==> config.mk <==
export PLATFORM = sky130hd
export DESIGN_NAME = stop_and_wait_fragment_sender_flat
export DESIGN_NICKNAME = d
export VERILOG_FILES = /design/src/rtl/core/sws_pkg.sv /design/src/rtl/core/sws_event_if.sv /design/src/rtl/core/sws_result_if.sv /design/src/rtl/core/sws_cfg_if.sv /design/src/rtl/core/sws_div.sv /design/src/rtl/core/sws_queue.sv /design/src/rtl/core/sws_front.sv /design/src/rtl/core/sws_back.sv /design/src/rtl/core/stop_and_wait_fragment_sender.sv /design/src/flat_wrapper.sv
export SDC_FILE = /design/constraint.sdc
export NUM_CORES = 2
export LEC_CHECK = 0
export BUFFER_PORTS_ARGS = -buffer_cell sky130_fd_sc_hd__clkbuf_2
export CELL_PAD_IN_SITES_DETAIL_PLACEMENT = 1
export CELL_PAD_IN_SITES_GLOBAL_PLACEMENT = 2
export CORE_AREA = 8 8 351 353
export DETAILED_ROUTE_END_ITERATION = 10
export DIE_AREA = 0 0 359 361
export HOLD_SLACK_MARGIN = 0.05
export PLACE_DENSITY_LB_ADDON = 0.25
export SKIP_CTS_REPAIR_TIMING = 1
export SLEW_MARGIN = 5
export SYNTH_ARGS = -nofsm -noshare
export SYNTH_HDL_FRONTEND = slang
export SYNTH_SLANG_ARGS = --single-unit
==> constraint.sdc <==
create_clock -name clk -period 17.4 [get_ports clk]
set_input_delay 3.48 -clock clk [delete_from_list [all_inputs] [get_ports clk]]
set_output_delay 3.48 -clock clk [all_outputs]
set_load 0.02 [all_outputs]
==> src/rtl/core/sws_pkg.sv <==
`timescale 1ns / 1ps
// ----------------------------------------------------------------------------
// sws_pkg
// Types and constants shared by the stop-and-wait fragment sender.
// ----------------------------------------------------------------------------
package sws_pkg;

	// field widths
	localparam int MSG_W      = 20;
	localparam int ACK_ID_W   = 32;
	localparam int FRAG_W     = 16;
	localparam int PAY_W      = 11;
	localparam int SIZE_W     = 16;
	localparam int RT_W       = 32;
	localparam int SUM_W      = 48;
	localparam int TMO_W      = 32;
	localparam int OFF_W      = FRAG_W + PAY_W;
	localparam int CFG_DATA_W = 32;
	localparam int CFG_IDX_W  = 2;

	localparam logic [PAY_W-1:0] PAYLOAD_LIMIT = PAY_W'(1400);

	// register reset values
	localparam logic [MSG_W-1:0]  RST_MESSAGE_COUNT = MSG_W'(1000);
	localparam logic [TMO_W-1:0]  RST_TIMEOUT_TICKS = TMO_W'(1000000);
	localparam logic [SIZE_W-1:0] RST_TOTAL_SIZE    = SIZE_W'(10000);
	localparam logic [PAY_W-1:0]  RST_MAX_PAYLOAD   = PAYLOAD_LIMIT;

	localparam int QUEUE_DEPTH = 2;

	typedef enum logic [1:0] {
		CMD_START = 2'd0,
		CMD_TICK  = 2'd1,
		CMD_ACK   = 2'd2,
		CMD_LERR  = 2'd3
	} cmd_t;

	typedef enum logic [1:0] {
		RK_SEND    = 2'd0,
		RK_DONE    = 2'd1,
		RK_FAIL    = 2'd2,
		RK_SUMMARY = 2'd3
	} kind_t;

	typedef enum logic [CFG_IDX_W-1:0] {
		REG_MESSAGE_COUNT = 2'd0,
		REG_TIMEOUT_TICKS = 2'd1,
		REG_TOTAL_SIZE    = 2'd2,
		REG_MAX_PAYLOAD   = 2'd3
	} reg_idx_t;

	typedef enum logic [1:0] {
		PH_IDLE,
		PH_RUN,
		PH_FINISHED
	} phase_t;

	typedef enum logic [3:0] {
		B_IDLE,
		B_DIV,
		B_MUL,
		B_FRAG,
		B_DONE,
		B_FAIL,
		B_NEXT,
		B_SUM
	} back_state_t;

	typedef struct packed {
		logic [MSG_W-1:0]  message_count;
		logic [TMO_W-1:0]  timeout_ticks;
		logic [SIZE_W-1:0] total_size;
		logic [PAY_W-1:0]  max_payload;
	} cfg_t;

	// classified event word as it sits in the queue
	typedef struct packed {
		cmd_t              op;
		logic [MSG_W-1:0]  ack_id;
		logic              ack_id_fits;
		logic [FRAG_W-1:0] ack_fragment;
		logic              ack_size_ok;
	} op_item_t;

	typedef struct packed {
		kind_t             result_kind;
		logic [MSG_W-1:0]  message_id;
		logic [FRAG_W-1:0] fragment_index;
		logic [FRAG_W-1:0] fragment_total;
		logic [PAY_W-1:0]  payload_bytes;
		logic [FRAG_W-1:0] payload_offset;
		logic [RT_W-1:0]   round_trip;
		logic [RT_W-1:0]   least_round_trip;
		logic [RT_W-1:0]   greatest_round_trip;
		logic [SUM_W-1:0]  round_trip_total;
		logic [MSG_W-1:0]  good_messages;
		logic [TMO_W-1:0]  timeout_total;
	} result_t;

	function automatic logic [PAY_W-1:0] eff_payload(input logic [PAY_W-1:0] p);
		logic [PAY_W-1:0] r;
		if (p == '0)
			r = PAY_W'(1);
		else if (p > PAYLOAD_LIMIT)
			r = PAYLOAD_LIMIT;
		else
			r = p;
		return r;
	endfunction

	function automatic logic [SIZE_W-1:0] eff_size(input logic [SIZE_W-1:0] s);
		return (s == '0) ? SIZE_W'(1) : s;
	endfunction

endpackage

==> src/rtl/core/sws_event_if.sv <==
`timescale 1ns / 1ps
// ----------------------------------------------------------------------------
// sws_event_if
// Event channel into the sender: command and ack fields.
// ----------------------------------------------------------------------------
interface sws_event_if;
	logic                          valid;
	logic                          ready;
	logic [1:0]                    command;
	logic [sws_pkg::ACK_ID_W-1:0]  ack_message;
	logic [sws_pkg::FRAG_W-1:0]    ack_fragment;
	logic                          ack_size_ok;

	modport source (output valid, command, ack_message, ack_fragment, ack_size_ok,
		input ready);
	modport sink (input valid, command, ack_message, ack_fragment, ack_size_ok,
		output ready);
endinterface

==> src/rtl/core/sws_result_if.sv <==
`timescale 1ns / 1ps
// ----------------------------------------------------------------------------
// sws_result_if
// Result channel out of the sender: fragment headers, message and run reports.
// ----------------------------------------------------------------------------
interface sws_result_if;
	logic                       valid;
	logic                       ready;
	logic [1:0]                 result_kind;
	logic [sws_pkg::MSG_W-1:0]  message_id;
	logic [sws_pkg::FRAG_W-1:0] fragment_index;
	logic [sws_pkg::FRAG_W-1:0] fragment_total;
	logic [sws_pkg::PAY_W-1:0]  payload_bytes;
	logic [sws_pkg::FRAG_W-1:0] payload_offset;
	logic [sws_pkg::RT_W-1:0]   round_trip;
	logic [sws_pkg::RT_W-1:0]   least_round_trip;
	logic [sws_pkg::RT_W-1:0]   greatest_round_trip;
	logic [sws_pkg::SUM_W-1:0]  round_trip_total;
	logic [sws_pkg::MSG_W-1:0]  good_messages;
	logic [sws_pkg::TMO_W-1:0]  timeout_total;

	modport source (output valid, result_kind, message_id, fragment_index, fragment_total,
		payload_bytes, payload_offset, round_trip, least_round_trip,
		greatest_round_trip, round_trip_total, good_messages, timeout_total,
		input ready);
	modport sink (input valid, result_kind, message_id, fragment_index, fragment_total,
		payload_bytes, payload_offset, round_trip, least_round_trip,
		greatest_round_trip, round_trip_total, good_messages, timeout_total,
		output ready);
endinterface

==> src/rtl/core/sws_cfg_if.sv <==
`timescale 1ns / 1ps
// ----------------------------------------------------------------------------
// sws_cfg_if
// Register write channel: register index and write data.
// ----------------------------------------------------------------------------
interface sws_cfg_if;
	logic                             valid;
	logic                             ready;
	logic [sws_pkg::CFG_IDX_W-1:0]    index;
	logic [sws_pkg::CFG_DATA_W-1:0]   data;

	modport source (output valid, index, data, input ready);
	modport sink (input valid, index, data, output ready);
endinterface

==> src/rtl/core/sws_div.sv <==
`timescale 1ns / 1ps
// ----------------------------------------------------------------------------
// sws_div
// Restoring divider, one quotient bit per cycle, giving the rounded-up
// quotient of message size by payload size.
// ----------------------------------------------------------------------------
module sws_div (
	input  logic                       clk,
	input  logic                       arst_n,
	input  logic                       start,
	input  logic [sws_pkg::SIZE_W-1:0] dividend,
	input  logic [sws_pkg::PAY_W-1:0]  divisor,
	output logic                       done,
	output logic [sws_pkg::FRAG_W-1:0] quotient_ceil
);
	localparam int CNT_W = $clog2(sws_pkg::SIZE_W);

	logic                       busy_q;
	logic                       done_q;
	logic [CNT_W-1:0]           cnt_q;
	logic [sws_pkg::SIZE_W-1:0] quo_q;
	logic [sws_pkg::PAY_W-1:0]  rem_q;
	logic [sws_pkg::PAY_W-1:0]  div_q;
	logic [sws_pkg::PAY_W:0]    rem_sh;
	logic                       q_bit;
	logic [sws_pkg::PAY_W:0]    rem_sub;

	// dividend bits shift out of the top of the quotient register
	assign rem_sh  = {rem_q, quo_q[sws_pkg::SIZE_W-1]};
	assign q_bit   = rem_sh >= {1'b0, div_q};
	assign rem_sub = q_bit ? rem_sh - {1'b0, div_q} : rem_sh;

	always_ff @(posedge clk or negedge arst_n) begin
		if (!arst_n) begin
			busy_q <= 1'b0;
			done_q <= 1'b0;
			cnt_q  <= '0;
		end else begin
			done_q <= 1'b0;
			if (start) begin
				busy_q <= 1'b1;
				cnt_q  <= '0;
			end else if (busy_q) begin
				cnt_q <= cnt_q + CNT_W'(1);
				if (cnt_q == CNT_W'(sws_pkg::SIZE_W - 1)) begin
					busy_q <= 1'b0;
					done_q <= 1'b1;
				end
			end
		end
	end

	always_ff @(posedge clk) begin
		if (start) begin
			quo_q <= dividend;
			rem_q <= '0;
			div_q <= divisor;
		end else if (busy_q) begin
			quo_q <= {quo_q[sws_pkg::SIZE_W-2:0], q_bit};
			rem_q <= rem_sub[sws_pkg::PAY_W-1:0];
		end
	end

	assign done          = done_q;
	assign quotient_ceil = quo_q + sws_pkg::FRAG_W'(rem_q != '0);
endmodule

==> src/rtl/core/sws_queue.sv <==
`timescale 1ns / 1ps
// ----------------------------------------------------------------------------
// sws_queue
// Short queue of classified event words between front and back.
// ----------------------------------------------------------------------------
module sws_queue (
	input  logic                clk,
	input  logic                arst_n,
	input  logic                push,
	input  sws_pkg::op_item_t   push_item,
	output logic                full,
	input  logic                pop,
	output logic                not_empty,
	output sws_pkg::op_item_t   head
);
	localparam int DEPTH = sws_pkg::QUEUE_DEPTH;
	localparam int PTR_W = (DEPTH > 1) ? $clog2(DEPTH) : 1;
	localparam int CNT_W = $clog2(DEPTH + 1);

	sws_pkg::op_item_t entries_q [DEPTH];
	logic [PTR_W-1:0]  wr_ptr_q;
	logic [PTR_W-1:0]  rd_ptr_q;
	logic [CNT_W-1:0]  count_q;

	assign full      = count_q == CNT_W'(DEPTH);
	assign not_empty = count_q != '0;
	assign head      = entries_q[rd_ptr_q];

	always_ff @(posedge clk or negedge arst_n) begin
		if (!arst_n) begin
			wr_ptr_q <= '0;
			rd_ptr_q <= '0;
			count_q  <= '0;
		end else begin
			if (push)
				wr_ptr_q <= (wr_ptr_q == PTR_W'(DEPTH - 1)) ? '0 : wr_ptr_q + PTR_W'(1);
			if (pop)
				rd_ptr_q <= (rd_ptr_q == PTR_W'(DEPTH - 1)) ? '0 : rd_ptr_q + PTR_W'(1);
			if (push && !pop)
				count_q <= count_q + CNT_W'(1);
			else if (pop && !push)
				count_q <= count_q - CNT_W'(1);
		end
	end

	always_ff @(posedge clk) begin
		if (push)
			entries_q[wr_ptr_q] <= push_item;
	end
endmodule

==> src/rtl/core/sws_front.sv <==
`timescale 1ns / 1ps
// ----------------------------------------------------------------------------
// sws_front
// Event intake: takes words while the queue has room and classifies them.
// ----------------------------------------------------------------------------
module sws_front (
	sws_event_if.sink          events,
	input  logic               q_full,
	output logic               push,
	output sws_pkg::op_item_t  item
);
	assign events.ready = !q_full;
	assign push         = events.valid && !q_full;

	always_comb begin
		item.op           = sws_pkg::cmd_t'(events.command);
		item.ack_id       = events.ack_message[sws_pkg::MSG_W-1:0];
		// message ids are 20 bits, so any high bit set can never match
		item.ack_id_fits  = events.ack_message[sws_pkg::ACK_ID_W-1:sws_pkg::MSG_W] == '0;
		item.ack_fragment = events.ack_fragment;
		item.ack_size_ok  = events.ack_size_ok;
	end
endmodule

==> src/rtl/core/sws_back.sv <==
`timescale 1ns / 1ps
// ----------------------------------------------------------------------------
// sws_back
// Protocol sequencer: keeps run state and statistics, carries out queued
// events and loads results into the output register.
// ----------------------------------------------------------------------------
module sws_back #(
	parameter int TIME_BITS = 32
) (
	input  logic               clk,
	input  logic               arst_n,
	input  sws_pkg::cfg_t      cfg,
	input  logic               q_valid,
	input  sws_pkg::op_item_t  q_item,
	output logic               q_pop,
	sws_result_if.source       results
);
	localparam int MW = sws_pkg::MSG_W;
	localparam int FW = sws_pkg::FRAG_W;
	localparam int PW = sws_pkg::PAY_W;

	sws_pkg::back_state_t state_q, state_d;
	sws_pkg::phase_t      phase_q;

	logic [MW-1:0]             cur_msg_q;
	logic [FW-1:0]             cur_frag_q;
	logic [FW-1:0]             fpm_q;
	logic [TIME_BITS-1:0]      wait_q;
	logic [TIME_BITS-1:0]      elapsed_q;
	logic [sws_pkg::RT_W-1:0]  min_q;
	logic [sws_pkg::RT_W-1:0]  max_q;
	logic [sws_pkg::SUM_W-1:0] sum_q;
	logic [MW-1:0]             succ_q;
	logic [sws_pkg::TMO_W-1:0] tmo_q;
	logic [sws_pkg::OFF_W-1:0] off_q;

	logic                out_valid_q;
	sws_pkg::result_t    out_q;
	sws_pkg::result_t    out_d;
	logic                out_free;
	logic                out_load;

	logic                running;
	logic [PW-1:0]       pay_eff;
	logic [sws_pkg::SIZE_W-1:0] size_eff;
	logic [TIME_BITS-1:0] wait_inc;
	logic [TIME_BITS-1:0] elapsed_inc;
	logic                timeout_hit;
	logic                ack_match;
	logic                more_frags;
	logic                has_next;
	logic [63:0]         elapsed_w;
	logic [sws_pkg::RT_W-1:0]  rt;
	logic [sws_pkg::SUM_W:0]   sum_add;
	logic                off_in_msg;
	logic [sws_pkg::SIZE_W-1:0] bytes_left;
	logic [PW-1:0]       chunk;
	logic                div_start;
	logic                div_done;
	logic [FW-1:0]       div_ceil;

	sws_div u_div (
		.clk           (clk),
		.arst_n        (arst_n),
		.start         (div_start),
		.dividend      (size_eff),
		.divisor       (pay_eff),
		.done          (div_done),
		.quotient_ceil (div_ceil)
	);

	assign running  = phase_q == sws_pkg::PH_RUN;
	assign pay_eff  = sws_pkg::eff_payload(cfg.max_payload);
	assign size_eff = sws_pkg::eff_size(cfg.total_size);
	assign out_free = !out_valid_q || results.ready;

	assign wait_inc    = (wait_q == '1) ? wait_q : wait_q + TIME_BITS'(1);
	assign elapsed_inc = (elapsed_q == '1) ? elapsed_q : elapsed_q + TIME_BITS'(1);
	assign timeout_hit = 64'(wait_inc) >= 64'(cfg.timeout_ticks);

	assign ack_match = q_item.ack_size_ok && q_item.ack_id_fits &&
		q_item.ack_id == cur_msg_q && q_item.ack_fragment == cur_frag_q;
	assign more_frags = (17'(cur_frag_q) + 17'd1) < 17'(fpm_q);
	assign has_next   = (21'(cur_msg_q) + 21'd1) < 21'(cfg.message_count);

	// round trip clamps to 32 bits when the tick counter is wider
	assign elapsed_w = 64'(elapsed_q);
	assign rt = (elapsed_w > 64'(32'hFFFF_FFFF)) ? '1 : elapsed_w[sws_pkg::RT_W-1:0];
	assign sum_add = (sws_pkg::SUM_W+1)'(sum_q) + (sws_pkg::SUM_W+1)'(rt);

	assign off_in_msg = off_q < sws_pkg::OFF_W'(size_eff);
	assign bytes_left = size_eff - off_q[sws_pkg::SIZE_W-1:0];
	assign chunk = !off_in_msg ? '0 :
		(bytes_left > sws_pkg::SIZE_W'(pay_eff)) ? pay_eff : bytes_left[PW-1:0];

	// next state
	always_comb begin
		state_d = state_q;
		unique case (state_q)
			sws_pkg::B_IDLE: begin
				if (q_valid) begin
					unique case (q_item.op)
						sws_pkg::CMD_START: state_d = sws_pkg::B_DIV;
						sws_pkg::CMD_TICK:
							state_d = (running && timeout_hit) ? sws_pkg::B_MUL : sws_pkg::B_IDLE;
						sws_pkg::CMD_ACK: begin
							if (!running)
								state_d = sws_pkg::B_IDLE;
							else if (!ack_match || more_frags)
								state_d = sws_pkg::B_MUL;
							else
								state_d = sws_pkg::B_DONE;
						end
						sws_pkg::CMD_LERR:
							state_d = running ? sws_pkg::B_FAIL : sws_pkg::B_IDLE;
						default: state_d = sws_pkg::B_IDLE;
					endcase
				end
			end
			sws_pkg::B_DIV: begin
				if (div_done)
					state_d = (cfg.message_count == '0) ? sws_pkg::B_SUM : sws_pkg::B_MUL;
			end
			sws_pkg::B_MUL:  state_d = sws_pkg::B_FRAG;
			sws_pkg::B_FRAG: if (out_free) state_d = sws_pkg::B_IDLE;
			sws_pkg::B_DONE: if (out_free) state_d = sws_pkg::B_NEXT;
			sws_pkg::B_FAIL: if (out_free) state_d = sws_pkg::B_NEXT;
			sws_pkg::B_NEXT: state_d = has_next ? sws_pkg::B_MUL : sws_pkg::B_SUM;
			sws_pkg::B_SUM:  if (out_free) state_d = sws_pkg::B_IDLE;
			default:         state_d = sws_pkg::B_IDLE;
		endcase
	end

	// outputs
	always_comb begin
		q_pop     = 1'b0;
		div_start = 1'b0;
		out_load  = 1'b0;
		out_d     = '0;
		out_d.message_id     = cur_msg_q;
		out_d.fragment_total = fpm_q;
		unique case (state_q)
			sws_pkg::B_IDLE: begin
				q_pop     = q_valid;
				div_start = q_valid && q_item.op == sws_pkg::CMD_START;
			end
			sws_pkg::B_FRAG: begin
				out_load             = out_free;
				out_d.result_kind    = sws_pkg::RK_SEND;
				out_d.fragment_index = cur_frag_q;
				out_d.payload_bytes  = chunk;
				out_d.payload_offset = off_q[FW-1:0];
			end
			sws_pkg::B_DONE: begin
				out_load          = out_free;
				out_d.result_kind = sws_pkg::RK_DONE;
				out_d.round_trip  = rt;
			end
			sws_pkg::B_FAIL: begin
				out_load          = out_free;
				out_d.result_kind = sws_pkg::RK_FAIL;
			end
			sws_pkg::B_SUM: begin
				out_load                  = out_free;
				out_d.result_kind         = sws_pkg::RK_SUMMARY;
				out_d.message_id          = cur_msg_q + MW'(1);
				out_d.least_round_trip    = (succ_q == '0) ? '0 : min_q;
				out_d.greatest_round_trip = max_q;
				out_d.round_trip_total    = sum_q;
				out_d.good_messages       = succ_q;
				out_d.timeout_total       = tmo_q;
			end
			default: ;
		endcase
	end

	always_ff @(posedge clk or negedge arst_n) begin
		if (!arst_n) begin
			state_q     <= sws_pkg::B_IDLE;
			phase_q     <= sws_pkg::PH_IDLE;
			out_valid_q <= 1'b0;
			cur_msg_q   <= '0;
			cur_frag_q  <= '0;
			fpm_q       <= '0;
			wait_q      <= '0;
			elapsed_q   <= '0;
			min_q       <= '1;
			max_q       <= '0;
			sum_q       <= '0;
			succ_q      <= '0;
			tmo_q       <= '0;
		end else begin
			state_q <= state_d;

			if (out_load)
				out_valid_q <= 1'b1;
			else if (results.ready)
				out_valid_q <= 1'b0;

			if (q_pop) begin
				unique case (q_item.op)
					sws_pkg::CMD_START: begin
						phase_q    <= sws_pkg::PH_RUN;
						cur_msg_q  <= '0;
						cur_frag_q <= '0;
						wait_q     <= '0;
						elapsed_q  <= '0;
						min_q      <= '1;
						max_q      <= '0;
						sum_q      <= '0;
						succ_q     <= '0;
						tmo_q      <= '0;
					end
					sws_pkg::CMD_TICK: begin
						if (running) begin
							elapsed_q <= elapsed_inc;
							if (timeout_hit) begin
								wait_q <= '0;
								if (tmo_q != '1)
									tmo_q <= tmo_q + sws_pkg::TMO_W'(1);
							end else begin
								wait_q <= wait_inc;
							end
						end
					end
					sws_pkg::CMD_ACK: begin
						if (running) begin
							wait_q <= '0;
							if (ack_match && more_frags)
								cur_frag_q <= cur_frag_q + FW'(1);
						end
					end
					default: ;
				endcase
			end

			if (state_q == sws_pkg::B_DIV && div_done)
				fpm_q <= div_ceil;

			if (state_q == sws_pkg::B_DONE && out_load) begin
				if (rt < min_q)
					min_q <= rt;
				if (rt > max_q)
					max_q <= rt;
				sum_q <= sum_add[sws_pkg::SUM_W] ? '1 : sum_add[sws_pkg::SUM_W-1:0];
				if (succ_q != '1)
					succ_q <= succ_q + MW'(1);
			end

			if (state_q == sws_pkg::B_NEXT && has_next) begin
				cur_msg_q  <= cur_msg_q + MW'(1);
				cur_frag_q <= '0;
				wait_q     <= '0;
				elapsed_q  <= '0;
			end

			if (state_q == sws_pkg::B_SUM && out_load)
				phase_q <= sws_pkg::PH_FINISHED;
		end
	end

	always_ff @(posedge clk) begin
		if (state_q == sws_pkg::B_MUL)
			off_q <= sws_pkg::OFF_W'(cur_frag_q) * sws_pkg::OFF_W'(pay_eff);
		if (out_load)
			out_q <= out_d;
	end

	assign results.valid               = out_valid_q;
	assign results.result_kind         = out_q.result_kind;
	assign results.message_id          = out_q.message_id;
	assign results.fragment_index      = out_q.fragment_index;
	assign results.fragment_total      = out_q.fragment_total;
	assign results.payload_bytes       = out_q.payload_bytes;
	assign results.payload_offset      = out_q.payload_offset;
	assign results.round_trip          = out_q.round_trip;
	assign results.least_round_trip    = out_q.least_round_trip;
	assign results.greatest_round_trip = out_q.greatest_round_trip;
	assign results.round_trip_total    = out_q.round_trip_total;
	assign results.good_messages       = out_q.good_messages;
	assign results.timeout_total       = out_q.timeout_total;
endmodule

==> src/rtl/core/stop_and_wait_fragment_sender.sv <==
`timescale 1ns / 1ps
// ----------------------------------------------------------------------------
// stop_and_wait_fragment_sender
// Stop-and-wait sender that fragments messages and measures round trips.
// ----------------------------------------------------------------------------
// Events (start, tick, ack, link error) enter a two-word queue and are
// carried out by a sequencer that owns the run state. A tick or ack that
// causes no send is retired from the idle state, so such events run at
// one per cycle. An event that sends a fragment goes through retire, offset
// multiply and result load. A start runs a 16-step divider for the fragment
// count before its first result. An ack or link error that ends a message
// gives two results: its done or fail report, then a send or the summary.
// Results wait in an output register, so the queue keeps filling while the
// result side stalls. Round trips count ticks in TIME_BITS-bit counters.
module stop_and_wait_fragment_sender #(
	parameter int TIME_BITS = 32
) (
	input  logic          clk,
	input  logic          arst_n,
	sws_event_if.sink     events,
	sws_result_if.source  results,
	sws_cfg_if.sink       cfg
);
	sws_pkg::cfg_t     cfg_q;
	logic              q_full;
	logic              q_push;
	logic              q_pop;
	logic              q_valid;
	sws_pkg::op_item_t push_item;
	sws_pkg::op_item_t head_item;

	assign cfg.ready = 1'b1;

	always_ff @(posedge clk or negedge arst_n) begin
		if (!arst_n) begin
			cfg_q.message_count <= sws_pkg::RST_MESSAGE_COUNT;
			cfg_q.timeout_ticks <= sws_pkg::RST_TIMEOUT_TICKS;
			cfg_q.total_size    <= sws_pkg::RST_TOTAL_SIZE;
			cfg_q.max_payload   <= sws_pkg::RST_MAX_PAYLOAD;
		end else if (cfg.valid) begin
			unique case (sws_pkg::reg_idx_t'(cfg.index))
				sws_pkg::REG_MESSAGE_COUNT:
					cfg_q.message_count <= cfg.data[sws_pkg::MSG_W-1:0];
				sws_pkg::REG_TIMEOUT_TICKS:
					cfg_q.timeout_ticks <= cfg.data[sws_pkg::TMO_W-1:0];
				sws_pkg::REG_TOTAL_SIZE:
					cfg_q.total_size <= cfg.data[sws_pkg::SIZE_W-1:0];
				sws_pkg::REG_MAX_PAYLOAD:
					cfg_q.max_payload <= cfg.data[sws_pkg::PAY_W-1:0];
				default: ;
			endcase
		end
	end

	sws_front u_front (
		.events (events),
		.q_full (q_full),
		.push   (q_push),
		.item   (push_item)
	);

	sws_queue u_queue (
		.clk       (clk),
		.arst_n    (arst_n),
		.push      (q_push),
		.push_item (push_item),
		.full      (q_full),
		.pop       (q_pop),
		.not_empty (q_valid),
		.head      (head_item)
	);

	sws_back #(
		.TIME_BITS (TIME_BITS)
	) u_back (
		.clk     (clk),
		.arst_n  (arst_n),
		.cfg     (cfg_q),
		.q_valid (q_valid),
		.q_item  (head_item),
		.q_pop   (q_pop),
		.results (results)
	);
endmodule
==> src/flat_wrapper.sv <==
// flat-port wrapper written by rule: the top's interface ports become plain ports
module stop_and_wait_fragment_sender_flat 
#(
	parameter int TIME_BITS = 32
)
  (clk, arst_n, events_valid, events_command, events_ack_message, events_ack_fragment, events_ack_size_ok, events_ready, results_valid, results_result_kind, results_message_id, results_fragment_index, results_fragment_total, results_payload_bytes, results_payload_offset, results_round_trip, results_least_round_trip, results_greatest_round_trip, results_round_trip_total, results_good_messages, results_timeout_total, results_ready, cfg_valid, cfg_index, cfg_data, cfg_ready);
  sws_event_if events_i ();
  sws_result_if results_i ();
  sws_cfg_if cfg_i ();
  input  logic clk;
  input  logic arst_n;
  input wire logic [$bits(events_i.valid)-1:0] events_valid;
  input wire logic [$bits(events_i.command)-1:0] events_command;
  input wire logic [$bits(events_i.ack_message)-1:0] events_ack_message;
  input wire logic [$bits(events_i.ack_fragment)-1:0] events_ack_fragment;
  input wire logic [$bits(events_i.ack_size_ok)-1:0] events_ack_size_ok;
  output wire logic [$bits(events_i.ready)-1:0] events_ready;
  output wire logic [$bits(results_i.valid)-1:0] results_valid;
  output wire logic [$bits(results_i.result_kind)-1:0] results_result_kind;
  output wire logic [$bits(results_i.message_id)-1:0] results_message_id;
  output wire logic [$bits(results_i.fragment_index)-1:0] results_fragment_index;
  output wire logic [$bits(results_i.fragment_total)-1:0] results_fragment_total;
  output wire logic [$bits(results_i.payload_bytes)-1:0] results_payload_bytes;
  output wire logic [$bits(results_i.payload_offset)-1:0] results_payload_offset;
  output wire logic [$bits(results_i.round_trip)-1:0] results_round_trip;
  output wire logic [$bits(results_i.least_round_trip)-1:0] results_least_round_trip;
  output wire logic [$bits(results_i.greatest_round_trip)-1:0] results_greatest_round_trip;
  output wire logic [$bits(results_i.round_trip_total)-1:0] results_round_trip_total;
  output wire logic [$bits(results_i.good_messages)-1:0] results_good_messages;
  output wire logic [$bits(results_i.timeout_total)-1:0] results_timeout_total;
  input wire logic [$bits(results_i.ready)-1:0] results_ready;
  input wire logic [$bits(cfg_i.valid)-1:0] cfg_valid;
  input wire logic [$bits(cfg_i.index)-1:0] cfg_index;
  input wire logic [$bits(cfg_i.data)-1:0] cfg_data;
  output wire logic [$bits(cfg_i.ready)-1:0] cfg_ready;
  assign events_i.valid = events_valid;
  assign events_i.command = events_command;
  assign events_i.ack_message = events_ack_message;
  assign events_i.ack_fragment = events_ack_fragment;
  assign events_i.ack_size_ok = events_ack_size_ok;
  assign events_ready = events_i.ready;
  assign results_valid = results_i.valid;
  assign results_result_kind = results_i.result_kind;
  assign results_message_id = results_i.message_id;
  assign results_fragment_index = results_i.fragment_index;
  assign results_fragment_total = results_i.fragment_total;
  assign results_payload_bytes = results_i.payload_bytes;
  assign results_payload_offset = results_i.payload_offset;
  assign results_round_trip = results_i.round_trip;
  assign results_least_round_trip = results_i.least_round_trip;
  assign results_greatest_round_trip = results_i.greatest_round_trip;
  assign results_round_trip_total = results_i.round_trip_total;
  assign results_good_messages = results_i.good_messages;
  assign results_timeout_total = results_i.timeout_total;
  assign results_i.ready = results_ready;
  assign cfg_i.valid = cfg_valid;
  assign cfg_i.index = cfg_index;
  assign cfg_i.data = cfg_data;
  assign cfg_ready = cfg_i.ready;
  stop_and_wait_fragment_sender #(.TIME_BITS(TIME_BITS)) u_core (.clk(clk), .arst_n(arst_n), .events(events_i), .results(results_i), .cfg(cfg_i));
endmodule
==> results_dict.tcl <==
set metrics [dict create \
    gp_congestion 0.850 \
    seqCellArea_um2 22000 \
    synthTopCellsByArea "edfxtp_1 (26%), dfrtp_1 (17%), ha_1 (7.9%)" \
    end_kind "flip-flop" \
    wl_um 150000 \
    fillCellCount 13000 \
    max_freq_ghz 0.123 \
    worst_slew_pin_slew_ns 1.24 \
    cap_violations 0 \
    numCtsBuffers 94 \
    required_ns 17.81 \
    syn-num-nets 5070 \
    clkLatencyLatePin_ns 0.71 \
    slowest_stage "a221oi_1" \
    async_reset_ff_share_pct 47.1 \
    clkSinkCount 797 \
    yosysUniqueCellTypes 83 \
    slew_viol_final 0 \
    die_h_um 361 \
    path_common_cell "fa_1" \
    grt_pass1_wl_um 232000 \
    die_area_um2 130000 \
    area_growth_syn_to_layout_pct 13.8 \
    setup_tns_ns 0 \
    peakVddDrop_v 0.0000756 \
    syn-cell-area_um2 46700 \
    fin_skew_ns 0.0550 \
    path_class "flip-flop to flip-flop" \
    detail-route-antenna-nets 0 \
    wl_per_cell_um 23.3 \
    p_comb_share_pct 8.5 \
    power_density_nw_per_um2 85.0 \
    cts_tree "built" \
    clockBufferDepth 3 \
    drt_iter0_markers 2227 \
    hpwl_um 110000 \
    clk_pin_slew_worst_paths_ns 0.06 \
    timing.slew.headroom_pct 17.1 \
    rows 126 \
    start_util_pct 39.8 \
    io_buffers 368 \
    whs_ns 0.480 \
    synth_area_leader_cell "edfxtp_1" \
    multi_input_area_um2 22300 \
    fp.coreArea_um2 117000 \
    p_int_mw 3.36 \
    hp-class "flip-flop to flip-flop" \
    synth_edf_count 411 \
    grt_pass1_vias 37600 \
    r2r_cells 24 \
    antenna_found_initial 3 \
    synth-seq-cells 797 \
    finalCritPeriodShare_pct 46.7 \
    p_switching_mw 1.16 \
    crit_chain "nor3_1, o21bai_1, a21oi_1, nand2b_1, nand2b_1, inv_1, nor2_1, fa_1, fa_1, fa_1, fa_1, inv_1, fa_1, inv_1, ha_1, a21oi_1, nor2b_1, or2_2, a221oi_1, o31a_1, a21oi_1, a211oi_1, a21oi_1, xnor2_1" \
    yosys_warnings 0 \
    leakagePower_nw 23.1 \
    yosysTopAreaCellShare_pct 26.4 \
    status "finished, final reports clean" \
    final_nets 5350 \
    fin_util_pct 45.3 \
    syn-instance-count 4558 \
    grt_overflow 0 \
    hold_viol_final 0 \
    root_buffer "clkbuf_16" \
    rsz0062_at_grt "no" \
    drt_drc_violations_left 0 \
    firstDrtPassIters 5 \
    p_clk_share_pct 44.5 \
    die_w_um 359 \
    drive_gt1_share_pct 15.0 \
    pin_count 370 \
    synth_flop_cell "edfxtp_1" \
    htree_num_levels 3 \
    power.total_mw 4.52 \
    grt_max_degree 170 \
    period_needed_ns 8.12 \
    yosysSeqAreaShare_pct 47.1 \
    post_drt_via_cell_ratio 5.48 \
    cp_data_arrival_time_ns 8.53 \
    setup_ws_ns 9.28 \
    path_max_fanout 18 \
    swShare_pct 25.7 \
    vias 35400 \
    dp_slack_ns 9.35 \
    track_usage_pct 22.7 \
    setup_viol 0 \
    crit_path_max_incr_delay_ns 0.69 \
    p_seq_share_pct 47.0 \
    startpoint_type "flip-flop" \
    syn_area_per_cell_um2 10.3 \
    whs_path_depth 2 \
]
==> cell usage after synthesis (139+ instances only) <==
cell / instances
nand3_1: 148
dfrtp_1: 319
inv_1: 434
o21ai_0: 283
ha_1: 294
xnor2_1: 139
and2_1: 191
nor2_1: 266
a21oi_1: 215
edfxtp_1: 411
nand2_1: 422
clkbuf_1: 185
==> registers in the layout, summed over array words and instances, names as in the netlist, 48 cells and up <==
register / count
u_core.u_queue.entries_q: 80
u_core.cfg_q: 79
u_core.u_back.results.round_trip_total: 48
u_core.u_back.sum_q: 48
==> metal layers <==
layer | GRT usage, % | vias to the layer above | share of wire [%]
met1 | 30.3 | 18000 | 45
met2 | 38.1 | 765 | 48
met5 | 0 | - | 0
met4 | 6.67 | 0 | 2.8
li1 | - | 16400 | -
met3 | 3.69 | 210 | 4.5
==> per-stage QoR <==
step | cells | cell area, µm²
6_report | 6456 | 53200
5_1_grt | 6455 | 53200
4_1_cts | 6455 | 53200
3_5_place_dp | 6278 | 50000
3_3_place_gp | 6278 | 50000
2_1_floorplan | 4558 | 46700
==> cells in the final DEF, fill, tap and decap left out, drive strengths merged, types with 95 or more instances in the layout <==
| cell | instances |
|---|---|
| clkbuf | 487 |
| inv | 438 |
| nand2 | 422 |
| edfxtp | 411 |
| dfrtp | 319 |
| ha | 294 |
| o21ai | 288 |
| nor2 | 266 |
| a21oi | 215 |
| and2 | 191 |
| nand3 | 148 |
| xnor2 | 139 |
| fa | 128 |
| nor3 | 128 |
| mux2i | 95 |
==> critical path, delay by kind of cell (launching register included) <==
family | cells | cell delay [ns]
fa+ha+maj | 6 | 2.99
simple gates | 6 | 1.73
buf+inv | 3 | 0.54
compound gates | 8 | 1.97
xor+xnor | 1 | 0.14
flops | 1 | 0.44
==> final timing paths <==
| kind | slack (ns) | startpoint | end |
|---|---|---|---|
| min | 0.48 | u_core.u_back.phase_q[1] | u_core.u_back.phase_q[1] |
| min reg2reg | 0.48 | u_core.u_back.phase_q[1] | u_core.u_back.phase_q[1] |
| max | 9.28 | u_core.cfg_q[1] | u_core.u_back.off_q[26] |
| min in group asynchronous | 2.73 | arst_n | u_core.u_back.max_q[8] |
| max reg2reg | 9.28 | u_core.cfg_q[1] | u_core.u_back.off_q[26] |
| max in group asynchronous | 11.61 | arst_n | u_core.u_queue.rd_ptr_q |
==> kinds of logic after synthesis <==
group                      Yosys count  share of synthesized area [%]
adders and majority gates          422                           13.4
other                                1                        0.00802
xor gates and xnor gates           204                           3.82
muxes                              160                           3.60
AOI/OAI and AO/OA                  835                           10.9
DFF                                797                           47.1
buffers and inverters              666                           5.50
and+or+nand+nor                   1473                           15.7
==> power groups by stage <==
stage	Combinational, mW	Sequential, mW	Clock [mW]
2_1_floorplan	0.236	2.13	0
3_3_place_gp	0.375	2.15	0
3_5_place_dp	0.384	2.16	0
4_1_cts	0.387	2.12	2.07
5_1_grt	0.420	2.13	2.13
6_report	0.383	2.12	2.01
==> final cells by class <==
type	instances	share of cell area (%)
inverters	436	3.08
flip-flops and latches	797	41.4
clock inverters	57	1.07
repair buffers	414	4.16
clock buffers	120	4.80
well taps	1536	3.61
multi-input cells	3095	41.9
diodes	1	0.00471
No activity file was read; power rests on OpenSTA's default activity.
